`src/rtl/lcfc_pkg.sv`:
```
// ============================================================================
// lcfc_pkg
// Types and constants shared by the load command frame checker.
// ============================================================================
package lcfc_pkg;

    localparam int FRAME_BYTES = 8;
    localparam int POS_W       = $clog2(FRAME_BYTES);

    localparam logic [POS_W-1:0] POS_CMD  = POS_W'(1);
    localparam logic [POS_W-1:0] POS_MODE = POS_W'(2);
    localparam logic [POS_W-1:0] POS_VHI  = POS_W'(3);
    localparam logic [POS_W-1:0] POS_VLO  = POS_W'(4);
    localparam logic [POS_W-1:0] POS_LAST = POS_W'(FRAME_BYTES - 1);

    // command byte markers
    localparam logic [7:0] CMD_ERR_LENGTH   = 8'hFF;
    localparam logic [7:0] CMD_ERR_CHECKSUM = 8'hFE;
    localparam logic [7:0] CMD_ERR_EMERG    = 8'hFD;
    localparam logic [7:0] CMD_ERR_BUSY     = 8'hFC;
    localparam logic [7:0] CMD_SET          = 8'h06;

    // reply codes
    localparam logic [7:0] REPLY_NONE      = 8'h00;
    localparam logic [7:0] REPLY_LENGTH    = 8'hFF;
    localparam logic [7:0] REPLY_CHECKSUM  = 8'hFE;
    localparam logic [7:0] REPLY_EMERG     = 8'hFD;
    localparam logic [7:0] REPLY_BUSY      = 8'hFC;
    localparam logic [7:0] REPLY_MISMATCH  = 8'hF9;

    typedef enum logic [2:0] {
        ST_OK        = 3'd0,
        ST_LENGTH    = 3'd1,
        ST_CHECKSUM  = 3'd2,
        ST_EMERGENCY = 3'd3,
        ST_BUSY      = 3'd4
    } t_status;

    typedef enum logic [1:0] {
        MODE_IDLE    = 2'd0,
        MODE_CURRENT = 2'd1,
        MODE_POWER   = 2'd2,
        MODE_RESIST  = 2'd3
    } t_mode;

    // completed frame as seen by the decoder
    typedef struct packed {
        logic       done;
        logic       sum_ok;
        logic [7:0] cmd;
        logic [7:0] mode;
        logic [7:0] val_hi;
        logic [7:0] val_lo;
    } t_frame;

    typedef struct packed {
        t_status     status;
        t_mode       mode;
        logic [15:0] setpoint;
        logic        mismatch;
        logic [7:0]  reply;
    } t_result;

endpackage

```
`src/rtl/lcfc_frame_acc.sv`:
```
// ============================================================================
// lcfc_frame_acc
// Byte position, running checksum and stored frame bytes 1 to 4.
// ============================================================================
module lcfc_frame_acc (
    input  logic            i_clk,
    input  logic            i_rst_n,
    input  logic            i_xfer,
    input  logic [7:0]      i_rx_byte,
    input  logic            i_restart,
    output logic            o_at_last,
    output lcfc_pkg::t_frame o_frame
);
    import lcfc_pkg::*;

    logic [POS_W-1:0] r_pos, n_pos;
    logic [7:0]       r_sum, n_sum;
    logic [7:0]       r_cmd, r_mode, r_vhi, r_vlo;

    logic [POS_W-1:0] w_pos;
    logic [7:0]       w_sum;
    logic             w_last;

    // restart clears position and sum before the byte is counted
    assign w_pos  = i_restart ? '0 : r_pos;
    assign w_sum  = i_restart ? '0 : r_sum;
    assign w_last = (w_pos == POS_LAST);

    always_comb begin
        n_pos = r_pos;
        n_sum = r_sum;
        if (i_xfer) begin
            if (w_last) begin
                n_pos = '0;
                n_sum = '0;
            end else begin
                n_pos = w_pos + POS_W'(1);
                n_sum = w_sum + i_rx_byte;
            end
        end
    end

    always_ff @(posedge i_clk) begin
        if (!i_rst_n) begin
            r_pos <= '0;
            r_sum <= '0;
        end else begin
            r_pos <= n_pos;
            r_sum <= n_sum;
        end
    end

    // stored bytes need no reset
    always_ff @(posedge i_clk) begin
        if (i_xfer) begin
            case (w_pos)
                POS_CMD:  r_cmd  <= i_rx_byte;
                POS_MODE: r_mode <= i_rx_byte;
                POS_VHI:  r_vhi  <= i_rx_byte;
                POS_VLO:  r_vlo  <= i_rx_byte;
                default: ;
            endcase
        end
    end

    assign o_at_last = (r_pos == POS_LAST);

    always_comb begin
        o_frame.done   = i_xfer && w_last;
        o_frame.sum_ok = (w_sum == i_rx_byte);
        o_frame.cmd    = r_cmd;
        o_frame.mode   = r_mode;
        o_frame.val_hi = r_vhi;
        o_frame.val_lo = r_vlo;
    end

endmodule

```
`config.mk`:
```
export PLATFORM = sky130hd
export DESIGN_NAME = lcfc_frame_acc
export DESIGN_NICKNAME = d
export VERILOG_FILES = /design/src/rtl/lcfc_pkg.sv /design/src/rtl/lcfc_frame_acc.sv
export SDC_FILE = /design/constraint.sdc
export NUM_CORES = 1
export LEC_CHECK = 0
export BUFFER_PORTS_ARGS = -buffer_cell sky130_fd_sc_hd__buf_2
export CAP_MARGIN = 20
export CORE_UTILIZATION = 52
export DETAILED_ROUTE_END_ITERATION = 16
export GPL_TIMING_DRIVEN = 0
export PLACE_DENSITY = 0.78
export SLEW_MARGIN = 5
export SYNTH_ARGS = -nofsm -noshare
export SYNTH_HDL_FRONTEND = slang
export SYNTH_SLANG_ARGS = --single-unit
```
`constraint.sdc`:
```
create_clock -name i_clk -period 2.8 [get_ports i_clk]
set_clock_uncertainty 0.2 [all_clocks]
set_input_delay 0.56 -clock i_clk [delete_from_list [all_inputs] [get_ports i_clk]]
set_output_delay 0.56 -clock i_clk [all_outputs]
set_load 0.05 [all_outputs]
```
==> metrics <==
status=finished clean; Pwr per Cell Area=554 nW/um2; vias per cell=5.49; Max stage delay on crit path=0.33 ns; met2 wire len=1930 um; Post-synth EDFFs=32; setup ws final=0.0779 ns; post-route minimum period=2.72 ns; Peak VDD IR=0.248 mV; Final #Nets=226; All-Layer GR Usage=20.2%; Max-slew headroom=71.8%; most used cell along the critical path=nor4_4; Worst-path clk slew=0.12 ns; P&R area growth vs syn=25.9%; TritonCTS buffer count=5; post-synthesis sequential area ratio=62.0%; H-tree levels=2; Gate Count Post-Synth=144; post-synth top area cell=edfxtp_1; largest net degree at the start of global routing=14; Setup violations, final=0; total area of sequential cells=1180 um2; crit path capture type=output port; Hold WS=0.278 ns; number of global-route vias before repair=1,280; Hold Crit Class=in2reg; number of diodes=0; antenna violations before repair=0; ANT nets after route=0; initial core utilization=55.8%; First-pass DRT Iterations=4; gp weighted congestion=0.788; die height=62.5 um; core outline area=3420 um2; fmax=367 MHz; Synth warnings=0; drt drc=0; Max Cap Violations=0; Post-Syn Area=1910 um2; CP Class=in2out; via count=1,356; synthesized flop and latch total=43; Slew Viols, Final=0; clock sink count=43; endpoints failing hold=0; die area=3910 um2; worst path arrival time=1.96 ns; Post-Syn Nets=170; footprint of the multi-input gates=759 um2; Final period util=97.2%; CP required=2.04 ns; FILL cells=255; Critical Path Fanout Max=11; Mean Syn Cell Area=13.2 um2; post-synth top area share=50.4%; IO Port Bufs=46; pre-CTS setup slack=-0.112 ns; GRT overflow=0; post-synth cell types=32; Highest Signal Layer=met4; clk_lat worst skew=0.33 ns; hpwl dp=2740 um; M1 WL=1650 um; hold_buf cts=0; Leakage Power=1.00 nW; CTS tree=built; final WL=3850 um; FFs w/ async S/R, synth=0%; Startpoint Class=input port; Area contributors post-synth=edfxtp_1 (50%), dfxtp_1 (12%), ha_1 (8.5%); row cnt=21; worst-margin pin slew=0.424 ns; Die X=62.5 um; final core occ=70.3%; Clock Tree Root=clkbuf_4; first-pass GRT wire length=6140 um; CP cell instances=clkbuf_4, nor2b_1, ha_1, nor4_4, nand2_1, nor4_4, buf_6; clk buf depth=2; ratio of cells with drive above 1 in the final layout=32.8%; I/O pin count=47; initial drt markers=25; drt wl/cell=15.6 um; slowest CP cell=ha_1; top_reg_cell synth=edfxtp_1; met3 WL=205 um
[power by group]
group / internal, W / total, W / switching, W
sequential: 0.000701 / 0.000708 / 0.00000733
combinational: 0.0000638 / 0.000158 / 0.0000944
clock: 0.000279 / 0.000463 / 0.000184
[stage by stage]
step                cells  power (W)  setup TNS, ns  instance area, um2
detailed placement    236   0.000861         -0.112                2230
CTS                   246    0.00132              0                2350
global route          247    0.00138        -0.0385                2400
floorplan             144   0.000820       -0.00721                1940
global placement      236   0.000856         -0.116                2230
finish                247    0.00133              0                2400
[cell usage in the layout (no fill, tap or decap), types with 3 or more instances in the layout]
cell       n
buf_2     45
edfxtp_1  32
ha_1      11
dfxtp_1   11
nor2b_1   10
clkbuf_4   6
nand2b_1   5
inv_1      5
and2_1     5
nand2_1    5
and3_1     4
o21a_1     4
a211oi_1   4
buf_4      4
nor2_1     3
clkbuf_1   3
o21ai_0    3
nand3_1    3
nand3b_1   3
o311ai_0   3
nor3_1     3
[state kept, by name, summed over array words and instances, names as in the netlist]
name / count
r_cmd: 8
r_mode: 8
r_sum: 8
r_vhi: 8
r_vlo: 8
r_pos: 3
[routing by layer]
layer	global-route usage [%]	vias up
met1	24.7	650
met2	34.9	55
met4	8.43	0
met3	3.65	6
met5	0	-
li1	-	645
[cell families after synthesis]
family                     after synthesis  synth area share [%]
xor gates and xnor gates                 2                 0.919
adders and majority gates               14                  9.59
AOI/OAI and AO/OA                       26                  10.2
and+or+nand+nor                         49                  15.0
muxes                                    1                 0.525
buffers and inverters                    9                  1.84
DFF                                     43                  62.0
[synthesized netlist by cell type, drive strengths merged (4+ instances only)]
cell type / n
a211oi: 4
edfxtp: 32
nor2b: 12
nand2b: 5
and3: 4
inv: 5
o21a: 4
ha: 13
and2: 5
nand2: 5
o311ai: 5
dfxtp: 11
[worst max-delay path: cells and delay by family]
| family | cells | cell delay, ns |
|---|---|---|
| buffers and inverters | 2 | 0.40 |
| and+or+nand+nor | 4 | 0.66 |
| adders and majority gates | 1 | 0.33 |
[repair_timing]
| action | 4_1_cts | 5_1_grt |
|---|---|---|
| setup buffers | 2 | 2 |
| setup endpoints to repair | 1 | 2 |
| pin swaps | 4 | 5 |
| gates cloned | 0 | 0 |
| resized for setup | 2 | 8 |
[path summary, 6_finish.rpt]
check | start | endpoint | slack, ns | depth (start not counted)
worst max-delay path | i_restart | o_frame[32] | 0.08 | 7
worst min-delay path | i_rx_byte[7] | r_cmd[7]$_DFFE_PP_ | 0.28 | 1
worst max register to register | r_sum[0]$_SDFFE_PN0P_ | r_sum[6]$_SDFFE_PN0P_ | 0.57 | 7
worst min register to register | r_pos[0]$_SDFFE_PN0P_ | r_pos[0]$_SDFFE_PN0P_ | 0.32 | 1
[cell type report]
type / count / share of cell area, %
clock inverters: 2 / 2.50
inverters: 5 / 0.782
clock buffers: 6 / 1.72
flip-flops and latches: 43 / 49.2
repair buffers: 50 / 11.2
well taps: 46 / 2.40
multi-input cells: 92 / 31.6
plain buffers: 3 / 0.521
Note: power is estimated with default switching activity, not from simulation.
